**src/sv/sles_pkg.sv**
```systemverilog
// Package with the constants, types and decay table shared by the smoother modules.
package sles_pkg;

	localparam int MAX_STEP_MS = 100;
	localparam int DT_W = $clog2(MAX_STEP_MS + 1);

	localparam int TIME_W = 40;
	localparam int OFFS_W = 24;
	localparam int BUMP_W = 21;
	localparam int SPEED_W = 23;
	localparam int BLEND_W = 16;
	localparam int MUL_W = 32;
	localparam int PROD_W = 2 * MUL_W;

	localparam int CFG_IDX_W = 2;
	localparam int CFG_DATA_W = 23;
	localparam logic [CFG_IDX_W-1:0] CFG_MAX_BUMP = 2'd0;
	localparam logic [CFG_IDX_W-1:0] CFG_MAX_SPEED = 2'd1;

	localparam logic [BUMP_W-1:0] MAX_BUMP_RST = 21'd3277;
	localparam logic [SPEED_W-1:0] MAX_SPEED_RST = 23'd65536;

	// Target is (offset * 16 + 50) / 100, done as a reciprocal multiply.
	localparam int TGT_X_W = 28;
	localparam int TGT_Q_W = BUMP_W + 1;
	localparam logic [TGT_X_W-1:0] TGT_BIAS = 28'd50;
	localparam logic [MUL_W-1:0] TGT_RECIP = 32'd343597384;
	localparam int TGT_SHIFT = 35;

	// Limit is (max_speed * dt + 500) / 1000, also by reciprocal multiply.
	localparam int LIM_X_W = 30;
	localparam logic [LIM_X_W-1:0] LIM_BIAS = 30'd500;
	localparam logic [MUL_W-1:0] LIM_RECIP = 32'd1099511628;
	localparam int LIM_SHIFT = 40;

	localparam int FRAC_W = 16;
	localparam logic [PROD_W-1:0] FRAC_HALF = 64'd32768;

	localparam logic [63:0] DECAY_Q32 = 64'd4223977731;

	typedef logic [BLEND_W-1:0] blend_tab_t [0:MAX_STEP_MS];

	function automatic blend_tab_t build_blend_tab();
		logic [63:0] d;
		blend_tab_t t;
		d = 64'd1 << 32;
		for (int k = 0; k <= MAX_STEP_MS; k++) begin
			if (k > 0) begin
				d = (d * DECAY_Q32 + (64'd1 << 31)) >> 32;
			end
			t[k] = BLEND_W'(64'd65536 - ((d + 64'd32768) >> 16));
		end
		return t;
	endfunction

	localparam blend_tab_t BLEND_TAB = build_blend_tab();

	typedef enum logic [2:0] {
		ST_IDLE,
		ST_PREP,
		ST_TGT,
		ST_LIM,
		ST_LIMD,
		ST_BLEND,
		ST_UPD,
		ST_DONE
	} state_t;

	typedef enum logic [1:0] {
		MUL_TGT,
		MUL_LIM,
		MUL_LIMD,
		MUL_BLEND
	} mul_sel_t;

	typedef struct packed {
		logic in_ready;
		logic ld_prep;
		logic ld_tgt;
		logic ld_mag;
		logic ld_lim;
		logic ld_upd;
		logic ld_out;
		logic mul_en;
		mul_sel_t mul_sel;
	} ctrl_t;

endpackage

```
**src/sv/sles_mul.sv**
```systemverilog
// Shared registered multiplier used for every product of the smoother.
module sles_mul
	import sles_pkg::*;
(
	input  logic              clk,
	input  logic              en,
	input  logic [MUL_W-1:0]  a,
	input  logic [MUL_W-1:0]  b,
	output logic [PROD_W-1:0] prod
);

	logic [PROD_W-1:0] prod_q;

	always_ff @(posedge clk) begin
		if (en) begin
			prod_q <= PROD_W'(a) * PROD_W'(b);
		end
	end

	assign prod = prod_q;

endmodule

```
**src/sv/sles_fsm.sv**
```systemverilog
// Sequencer that steps one sample through the shared multiplier.
module sles_fsm
	import sles_pkg::*;
(
	input  logic  clk,
	input  logic  arst_n,
	input  logic  in_valid,
	input  logic  restart,
	input  logic  slot_free,
	output ctrl_t ctrl
);

	state_t state_q;
	state_t state_d;

	always_ff @(posedge clk or negedge arst_n) begin
		if (!arst_n) begin
			state_q <= ST_IDLE;
		end else begin
			state_q <= state_d;
		end
	end

	always_comb begin
		state_d = state_q;
		unique case (state_q)
			ST_IDLE: begin
				if (in_valid) state_d = ST_PREP;
			end
			ST_PREP: begin
				state_d = restart ? ST_DONE : ST_TGT;
			end
			ST_TGT:   state_d = ST_LIM;
			ST_LIM:   state_d = ST_LIMD;
			ST_LIMD:  state_d = ST_BLEND;
			ST_BLEND: state_d = ST_UPD;
			ST_UPD:   state_d = ST_DONE;
			ST_DONE: begin
				if (slot_free) state_d = ST_IDLE;
			end
			default:  state_d = ST_IDLE;
		endcase
	end

	always_comb begin
		ctrl = '0;
		ctrl.mul_sel = MUL_TGT;
		unique case (state_q)
			ST_IDLE:  ctrl.in_ready = 1'b1;
			ST_PREP:  ctrl.ld_prep = 1'b1;
			ST_TGT: begin
				ctrl.mul_en = 1'b1;
				ctrl.mul_sel = MUL_TGT;
			end
			ST_LIM: begin
				ctrl.ld_tgt = 1'b1;
				ctrl.mul_en = 1'b1;
				ctrl.mul_sel = MUL_LIM;
			end
			ST_LIMD: begin
				ctrl.ld_mag = 1'b1;
				ctrl.mul_en = 1'b1;
				ctrl.mul_sel = MUL_LIMD;
			end
			ST_BLEND: begin
				ctrl.ld_lim = 1'b1;
				ctrl.mul_en = 1'b1;
				ctrl.mul_sel = MUL_BLEND;
			end
			ST_UPD:   ctrl.ld_upd = 1'b1;
			ST_DONE:  ctrl.ld_out = slot_free;
			default:  ctrl.in_ready = 1'b0;
		endcase
	end

endmodule

```
**src/sv/slew_limited_exponential_smoother.sv**
```systemverilog
// Top level of the slew-limited exponential smoother for a camera height offset.
//
// Samples enter on the in channel (in_valid/in_ready) and each one produces exactly
// one result transaction on the out channel (out_valid/out_ready) carrying the
// smoothed offset and the restart flag. Configuration writes use the cfg channel
// (cfg_valid/cfg_ready, cfg_index, cfg_data); index 0 is max_bump, index 1 is
// max_speed, other indexes are ignored. cfg_ready is always high, and writes are
// meant to happen only while the block is idle.
// A normal sample steps through the prepare, target, limit, limit divide, blend,
// update and done states of the sequencer before its result is loaded; a restarting
// sample goes from prepare straight to done. The sequencer passes four products
// through one shared 32 by 32 multiplier, one per cycle, plus the decision and
// update steps.
// in_ready is high only while the sequencer is idle. A finished result waits in
// the output register, so the next sample may be taken while the receiver stalls;
// the following result is held in the sequencer until the register is free.
// Reset clears the smoother state so the first sample restarts at offset zero,
// and loads max_bump with 3277 and max_speed with 65536.
module slew_limited_exponential_smoother
	import sles_pkg::*;
(
	input  logic                  clk,
	input  logic                  arst_n,
	input  logic                  in_valid,
	output logic                  in_ready,
	input  logic signed [TIME_W-1:0] time_ms,
	input  logic                  on_main_line,
	input  logic                  rough_terrain,
	input  logic                  offset_valid,
	input  logic signed [OFFS_W-1:0] surface_offset,
	output logic                  out_valid,
	input  logic                  out_ready,
	output logic [BUMP_W-1:0]     smoothed_offset,
	output logic                  restarted,
	input  logic                  cfg_valid,
	output logic                  cfg_ready,
	input  logic [CFG_IDX_W-1:0]  cfg_index,
	input  logic [CFG_DATA_W-1:0] cfg_data
);

	ctrl_t ctrl;

	logic [BUMP_W-1:0]   max_bump_q;
	logic [SPEED_W-1:0]  max_speed_q;
	logic                started_q;
	logic [TIME_W-1:0]   last_time_q;
	logic [BUMP_W-1:0]   cur_q;

	logic [TIME_W-1:0]   now_q;
	logic                tgt_en_q;
	logic [OFFS_W-2:0]   offs_q;
	logic [DT_W-1:0]     dt_q;
	logic                rst_flag_q;
	logic [BUMP_W-1:0]   target_q;
	logic [BUMP_W-1:0]   mag_q;
	logic                neg_q;
	logic [BUMP_W-1:0]   limit_q;

	logic                out_valid_q;
	logic [BUMP_W-1:0]   out_offset_q;
	logic                out_rst_q;

	logic                slot_free;
	logic                restart;
	logic [TIME_W-1:0]   elapsed;
	logic [DT_W-1:0]     dt_next;
	logic [TGT_X_W-1:0]  tgt_x;
	logic [LIM_X_W-1:0]  lim_x;
	logic [TGT_Q_W-1:0]  tgt_quot;
	logic [BUMP_W-1:0]   target_d;
	logic [PROD_W-1:0]   rounded;
	logic [BUMP_W-1:0]   step_mag;
	logic [BUMP_W-1:0]   step_lim;
	logic signed [BUMP_W+1:0] sum;
	logic [BUMP_W-1:0]   cur_d;
	logic [MUL_W-1:0]    mul_a;
	logic [MUL_W-1:0]    mul_b;
	logic [PROD_W-1:0]   prod;

	assign cfg_ready = 1'b1;
	assign in_ready = ctrl.in_ready;
	assign slot_free = !out_valid_q || out_ready;

	sles_fsm u_fsm (
		.clk       (clk),
		.arst_n    (arst_n),
		.in_valid  (in_valid),
		.restart   (restart),
		.slot_free (slot_free),
		.ctrl      (ctrl)
	);

	sles_mul u_mul (
		.clk  (clk),
		.en   (ctrl.mul_en),
		.a    (mul_a),
		.b    (mul_b),
		.prod (prod)
	);

	always_ff @(posedge clk or negedge arst_n) begin
		if (!arst_n) begin
			max_bump_q <= MAX_BUMP_RST;
			max_speed_q <= MAX_SPEED_RST;
		end else if (cfg_valid && cfg_ready) begin
			unique case (cfg_index)
				CFG_MAX_BUMP:  max_bump_q <= cfg_data[BUMP_W-1:0];
				CFG_MAX_SPEED: max_speed_q <= cfg_data[SPEED_W-1:0];
				default:       max_bump_q <= max_bump_q;
			endcase
		end
	end

	assign restart = !started_q || (now_q < last_time_q);
	assign elapsed = now_q - last_time_q;
	assign dt_next = (elapsed > TIME_W'(MAX_STEP_MS)) ? DT_W'(MAX_STEP_MS)
	                                                  : elapsed[DT_W-1:0];

	assign tgt_x = {1'b0, offs_q, 4'b0000} + TGT_BIAS;
	assign lim_x = prod[LIM_X_W-1:0] + LIM_BIAS;

	always_comb begin
		mul_a = '0;
		mul_b = '0;
		case (ctrl.mul_sel)
			MUL_TGT: begin
				mul_a = MUL_W'(tgt_x);
				mul_b = TGT_RECIP;
			end
			MUL_LIM: begin
				mul_a = MUL_W'(max_speed_q);
				mul_b = MUL_W'(dt_q);
			end
			MUL_LIMD: begin
				mul_a = MUL_W'(lim_x);
				mul_b = LIM_RECIP;
			end
			MUL_BLEND: begin
				mul_a = MUL_W'(mag_q);
				mul_b = MUL_W'(BLEND_TAB[dt_q]);
			end
			default: begin
				mul_a = '0;
				mul_b = '0;
			end
		endcase
	end

	assign tgt_quot = prod[TGT_SHIFT +: TGT_Q_W];
	always_comb begin
		if (!tgt_en_q) begin
			target_d = '0;
		end else if (tgt_quot > TGT_Q_W'(max_bump_q)) begin
			target_d = max_bump_q;
		end else begin
			target_d = tgt_quot[BUMP_W-1:0];
		end
	end

	assign rounded = prod + FRAC_HALF;
	assign step_mag = rounded[FRAC_W +: BUMP_W];
	assign step_lim = (step_mag > limit_q) ? limit_q : step_mag;
	assign sum = neg_q ? ($signed({2'b00, cur_q}) - $signed({2'b00, step_lim}))
	                   : ($signed({2'b00, cur_q}) + $signed({2'b00, step_lim}));

	always_comb begin
		if (sum[BUMP_W+1]) begin
			cur_d = '0;
		end else if (sum[BUMP_W:0] > {1'b0, max_bump_q}) begin
			cur_d = max_bump_q;
		end else begin
			cur_d = sum[BUMP_W-1:0];
		end
	end

	always_ff @(posedge clk or negedge arst_n) begin
		if (!arst_n) begin
			started_q <= 1'b0;
			last_time_q <= '0;
			cur_q <= '0;
		end else if (ctrl.ld_prep) begin
			started_q <= 1'b1;
			last_time_q <= now_q;
			if (restart) cur_q <= '0;
		end else if (ctrl.ld_upd) begin
			cur_q <= cur_d;
		end
	end

	always_ff @(posedge clk) begin
		if (in_valid && in_ready) begin
			now_q <= time_ms[TIME_W-1] ? '0 : time_ms;
			tgt_en_q <= on_main_line && rough_terrain && offset_valid
			            && !surface_offset[OFFS_W-1];
			offs_q <= surface_offset[OFFS_W-2:0];
		end
		if (ctrl.ld_prep) begin
			rst_flag_q <= restart;
			dt_q <= dt_next;
		end
		if (ctrl.ld_tgt) begin
			target_q <= target_d;
		end
		if (ctrl.ld_mag) begin
			neg_q <= target_q < cur_q;
			mag_q <= (target_q < cur_q) ? (cur_q - target_q) : (target_q - cur_q);
		end
		if (ctrl.ld_lim) begin
			limit_q <= prod[LIM_SHIFT +: BUMP_W];
		end
		if (ctrl.ld_out) begin
			out_offset_q <= cur_q;
			out_rst_q <= rst_flag_q;
		end
	end

	always_ff @(posedge clk or negedge arst_n) begin
		if (!arst_n) begin
			out_valid_q <= 1'b0;
		end else if (ctrl.ld_out) begin
			out_valid_q <= 1'b1;
		end else if (out_ready) begin
			out_valid_q <= 1'b0;
		end
	end

	assign out_valid = out_valid_q;
	assign smoothed_offset = out_offset_q;
	assign restarted = out_rst_q;

	// A transaction on the input moves the sequencer out of its idle state.
	a_busy_after_accept: assert property (@(posedge clk) disable iff (!arst_n)
		in_valid && in_ready |=> !in_ready)
		else $error("sequencer still idle after an input transaction");

	// A restarting result always reports a zero offset.
	a_restart_zero: assert property (@(posedge clk) disable iff (!arst_n)
		out_valid && restarted |-> smoothed_offset == '0)
		else $error("restart result with nonzero offset");

	// Once started, the smoother only leaves that state through reset.
	a_started_sticks: assert property (@(posedge clk) disable iff (!arst_n)
		!$fell(started_q))
		else $error("started flag cleared without reset");

	// The output register is only loaded when it is free.
	a_no_overwrite: assert property (@(posedge clk) disable iff (!arst_n)
		ctrl.ld_out |-> (!out_valid || out_ready))
		else $error("result loaded over an untaken result");

endmodule
```
**config.mk**
```make
export PLATFORM = sky130hd
export DESIGN_NAME = slew_limited_exponential_smoother
export DESIGN_NICKNAME = d
export VERILOG_FILES = /design/src/sv/sles_pkg.sv /design/src/sv/sles_mul.sv /design/src/sv/sles_fsm.sv /design/src/sv/slew_limited_exponential_smoother.sv
export SDC_FILE = /design/constraint.sdc
export NUM_CORES = 2
export LEC_CHECK = 0
export BUFFER_PORTS_ARGS = -buffer_cell sky130_fd_sc_hd__buf_2
export CORE_UTILIZATION = 49
export CTS_CLUSTER_DIAMETER = 100
export CTS_CLUSTER_SIZE = 8
export DETAILED_ROUTE_END_ITERATION = 10
export GPL_TIMING_DRIVEN = 0
export SLEW_MARGIN = 40
export SYNTH_ARGS = -nofsm -noshare
export SYNTH_HDL_FRONTEND = slang
export SYNTH_SLANG_ARGS = --single-unit
```
**constraint.sdc**
```tcl
create_clock -name clk -period 20.1 [get_ports clk]
set_input_delay 3.015 -clock clk [delete_from_list [all_inputs] [get_ports clk]]
set_output_delay 3.015 -clock clk [all_outputs]
set_load 0.05 [all_outputs]
```
# == After elaboration in Yosys (flattened, before gate mapping) ==
# Memories as Yosys holds them, arrays and structs flattened.
# Cells that the tools add are included.
# word_totals
register_bits,329
romBits,2048
input_bits,97
output_inout_bits,25
wordCells,97
mem_count,1
# op_classes
n_addsub,8
n_mul,1
n_lt_le_gt_ge,7
eq_ne,14
n_mux,27
bitwise,1
n_reduce_logical,18
# mem_list
memory,depth,width,rd,rd_clocked_by_memory_dff,write_ports,line,rtl
(no name shown),128,16,1,0,0,slew_limited_exponential_smoother.sv:140,mul_b = MUL_W'(BLEND_TAB[dt_q]);
# op_table
op,n
one-hot mux 32 bit (4 select lines),2
two-way mux 21 bit,8
multiplier 32 x 32 -> 61 bit,1
greater-than comparator 22 x 21 -> 1 bit,2
subtractor 21 bit,2
"greater-than comparator 40 x 7 -> 1 bit, second input constant",1
less-than comparator 40 bit,1
subtractor 40 bit,1
"adder 37 x 16 -> 37 bit, second input constant",1
two-way mux 16 bit,2
"adder 30 x 9 -> 30 bit, second input constant",1
"adder 27 x 6 -> 28 bit, second input constant",1
one-hot mux 3 bit (8 select lines),1
two-way mux 23 bit,1
adder 21 x 21 -> 22 bit,1
subtractor 21 x 21 -> 22 bit,1
greater-than comparator 21 bit,1
less-than comparator 21 bit,1
"== test 3 bit, second input constant",4
one-hot mux 3 bit (4 select lines),1
two-way mux 1 bit,9
two-way mux 3 bit,3
">= comparator 8 bit, second input constant",1
NOT 7 -> 8 bit,1
13 further kinds,28

# == Logic depth before layout (Yosys ltp) ==
# logic_depth
ltp_word,10
depth_mapped,43
ltp_nobuf,41

# == Hierarchy ==
# A second synthesis with hierarchy kept.
# unflattened
cells_unflattened,6369
area_unflattened_um2,57961.8
# by_module_without_submodules
module,n_inst,cells_per_inst,area_each_um2,seq_area_each_um2
sles_mul,1,3834,35733.0,1921.8
slew_limited_exponential_smoother,1,2493,21897.3,7377.1
sles_fsm,1,42,331.6,75.1

# == Worst setup path before layout ==
# No wires, ideal clock.
# synth_timing
path_type,reg-to-reg
startpoint,reg dt_q[1]
endpoint,"reg u_mul.prod_q[60], in the netlist u_mul.prod[60] (data pin)"
setup_ns,0.260
arrival_ns,9.716
t_required_ns,19.840
path_slack_ns,10.125
stages_incl_launch_ff,38
path_buffers,3
period_less_slack_ns,9.975
path_cell_list,edfxtp_1 inv_1 ha_1 clkbuf_1 or2_2 clkbuf_1 a21oi_1 a21oi_1 a21oi_1 nor2_1 o21ai_0 o21ai_0 a21oi_1 clkbuf_1 nor2_1 fa_1 fa_1 fa_1 [2 not listed] fa_1 inv_1 fa_1 fa_1 inv_1 fa_1 inv_1 ha_1 a211oi_1 o211ai_1 a221oi_1 o221ai_1 a31o_2 a311o_1 a311oi_1 o211ai_1 a31oi_1 xnor2_1
# synth_between
elab_chain_cells,6
# synth_rtl
item,line,rtl
"start, declared",slew_limited_exponential_smoother.sv:52,logic [DT_W-1:0] dt_q;
"start signal, assigned",slew_limited_exponential_smoother.sv:199,dt_q <= dt_next;
NOT 7 -> 8 bit (not written as such),slew_limited_exponential_smoother.sv:140,
memory (128 x 16 bit),--,
two-way mux 16 bit (not written as such) (2 in a row),slew_limited_exponential_smoother.sv:140,
one-hot mux 32 bit (4 select lines) *,slew_limited_exponential_smoother.sv:125,case (ctrl.mul_sel)
multiplier 32 x 32 -> 61 bit *,sles_mul.sv:16,prod_q <= PROD_W'(a) * PROD_W'(b);
"end signal, assigned",sles_mul.sv:16,
"end, declared",sles_mul.sv:12,logic [PROD_W-1:0] prod_q;
# Every way passes the cells marked *; elsewhere a longest branch is shown, timed or not. The select of a mux whose other input is x is not followed.
# A chain may end at the register's enable or synchronous reset.

# == Worst setup path after layout ==
# Same ends and word-level chain as after synthesis.

==> flow_summary.json <==
{
  "synthFlopType": "edfxtp_1",
  "tritoncts": "done",
  "synthCells": 5394,
  "drt-total-wl_mm": 163,
  "portBuffers": 119,
  "track_usage": 0.322,
  "ys_warn_count": 0,
  "synth_area_um2": 49900,
  "wire_per_inst_um": 23.1,
  "cts_resized": 0,
  "critPathBufInv": 8,
  "synth-seq-cells": 327,
  "clk_latency_ns": 0.61,
  "skew_ns": 0.0318,
  "cp-end-kind": "register",
  "finalCriticalPeriod_ns": 13.32,
  "vias": 39200,
  "async_flop_share": 0.333,
  "final-max-slew-violation-count": 0,
  "drc": 0,
  "path_max_fanout": 13,
  "die_x_um": 321,
  "ys_seq_area_frac": 0.186,
  "synth_edf_count": 218,
  "outcome": "completed",
  "clock_path_buffers": 3,
  "required_ns": 20.42,
  "crit_top_cell": "fa_1",
  "grt_pass1_vias": 39600,
  "grt_pass1_wl_mm": 247,
  "synth_cell_types": 95,
  "h-tree-depth": 2,
  "worst_pin_slew_ns": 0.911,
  "cts_setup_buffers": 0,
  "arrival_ns": 13.64,
  "die-area_um2": 103000,
  "drive_gt1_frac": 0.0715,
  "core_area_um2": 100000,
  "root_buffer": "clkbuf_16",
  "critical_path_class": "reg -> reg",
  "row_count": 116,
  "rrSetupSlack_ns": 6.78,
  "syn_avg_cell_area_um2": 9.25,
  "setup_viol": 0,
  "drt_iter0_markers": 3561,
  "clk_pin_slew_ns": 0.05,
  "gp_congestion": 0.951,
  "viasPerCell": 5.56,
  "maxCapViolations": 0,
  "top_level_ports": 122,
  "place_hpwl_mm": 138,
  "fp.dieH_um": 321,
  "postRouteAntennaNets": 0,
  "antennaDiodeCount": 0,
  "setup_tns_ns": 0,
  "syn_to_final_growth_pct": 9.12,
  "rsz0062_at_grt": "false",
  "dr.pass1.iters": 7,
  "cts_buffers": 48,
  "start_util": 0.497,
  "relSlewSlack": 0.390,
  "postCtsHoldBufs": 0,
  "grt-ovfl-total": 0,
  "hold_viol_final": 0,
  "cp_top_family": "adder cells",
  "slowest_delay_ns": 0.77,
  "antenna_found_initial": 6,
  "nNetsFinal": 7010,
  "hold_class": "reg -> reg",
  "cp_slowest_cell": "edfxtp_1",
  "start_kind": "register",
  "finalCritPeriodShare": 0.663,
  "grt_max_degree": 63,
  "cts_num_sinks": 327,
  "fmax_ghz": 0.0751
}
-- cells in the mapped netlist (6+ instances only) --
master,instances,share of area
a2111oi_0,7,0.0012
a211o_1,8,0.0014
a211oi_1,38,0.0057
a21boi_0,13,0.0020
a21o_1,113,0.017
a21oi_1,241,0.024
a221o_1,9,0.0018
a221oi_1,23,0.0040
a311oi_1,11,0.0019
a31o_2,12,0.0021
a31oi_1,36,0.0045
a41oi_1,8,0.0014
and2_1,22,0.0028
and3_1,32,0.0040
buf_1,11,0.00083
clkbuf_1,164,0.012
dfrtp_1,101,0.051
dfstp_2,8,0.0042
edfxtp_1,218,0.13
fa_1,689,0.28
ha_1,569,0.14
inv_1,1138,0.086
mux2_2,30,0.0068
mux2i_1,63,0.013
nand2_1,298,0.022
nand2b_1,95,0.012
nand3_1,64,0.0064
nand4_1,40,0.0050
nor2_1,434,0.033
nor2b_1,90,0.011
nor3_1,45,0.0045
nor4_1,9,0.0011
o2111ai_1,6,0.0011
o211ai_1,19,0.0029
o21a_1,38,0.0057
o21ai_0,253,0.025
o21bai_1,31,0.0047
o311ai_0,8,0.0014
o31ai_1,9,0.0014
or2_2,74,0.0093
or3_1,10,0.0013
xnor2_1,103,0.018
xor2_1,84,0.015
-- stage by stage --
step	hold WS (ns)	setup WS [ns]	utilization	cell area, um^2	std cells
floorplan	0.400	10.12	-	50200	5467
finish	0.416	6.78	0.542	54500	7050
global placement	0.402	6.43	0.522	52500	6943
global route	0.431	6.46	0.542	54500	7050
CTS	0.421	6.93	0.542	54400	7050
detailed placement	0.407	6.99	0.528	53000	6962
-- cell usage in the layout, fill, tap and decap left out, types with 31 or more instances in the layout --
cell,count
a211oi_1,38
a21o_1,113
a21oi_1,239
a31oi_1,35
and3_1,32
buf_2,126
clkbuf_1,184
clkbuf_16,48
conb_1,75
dfrtp_1,101
edfxtp_1,218
fa_1,689
ha_1,569
inv_1,1137
mux2i_1,63
nand2_1,298
nand2b_1,95
nand3_1,64
nand4_1,40
nor2_1,417
nor2b_1,90
nor3_1,43
o21a_1,38
o21ai_0,251
o21bai_1,31
or2_2,74
xnor2_1,102
xor2_1,84
-- final timing paths --
| kind | start | endpoint | depth (start not counted) |
|---|---|---|---|
| worst max register to register | dt_q[1] | u_mul.prod[60] | 35 |
| worst min register to register | u_mul.prod[57] | limit_q[17] | 0 |
| max in group asynchronous | arst_n | max_bump_q[0] | 2 |
| worst min-delay path | u_mul.prod[57] | limit_q[17] | 0 |
| worst max-delay path | dt_q[1] | u_mul.prod[60] | 35 |
| min in group asynchronous | arst_n | last_time_q[24] | 1 |
-- worst reg2reg max path: cells and delay by family (launching register included) --
family / cells / cell delay, ns
compound gates: 10 / 2.98
fa+ha+maj: 10 / 4.94
flops: 1 / 0.77
buf+inv: 8 / 1.63
simple gates: 5 / 2.05
xor+xnor: 1 / 0.10
mux: 1 / 0.53
-- cell families after synthesis --
| family | synth area share |
|---|---|
| AOI/OAI and AO/OA | 0.121 |
| and+or+nand+nor | 0.118 |
| other | 0.000151 |
| buffers and inverters | 0.101 |
| xor gates and xnor gates | 0.0328 |
| adders and majority gates | 0.419 |
| muxes | 0.0208 |
| DFF | 0.186 |
-- area by class of cell --
class | count | area, um^2
fillers | 9504 | 46000
multi-input cells | 3809 | 36100
flip-flops and latches | 327 | 9280
inverters | 1142 | 4290
well taps | 1357 | 1700
clock buffers | 82 | 1350
repair buffers | 138 | 846
plain buffers | 189 | 797
clock inverters | 6 | 87.6
-- sequential cells by signal (all words and copies together), names as in the netlist, 23 cells and up --
register and cells:
last_time_q 39, now_q 39, offs_q 23, max_speed_q 23, u_mul.prod 61
-- per-layer routing --
layer	share of wire	global-route usage	vias up
met3	0.075	0.0547	237
met5	0	0	-
met4	0.032	0.0890	0
met2	0.45	0.510	1457
met1	0.44	0.456	19600
li1	-	-	17900
Power is left out: the tool's default activity adds up to more than one toggle a clock period on the data nets, which glitch-free logic cannot reach.
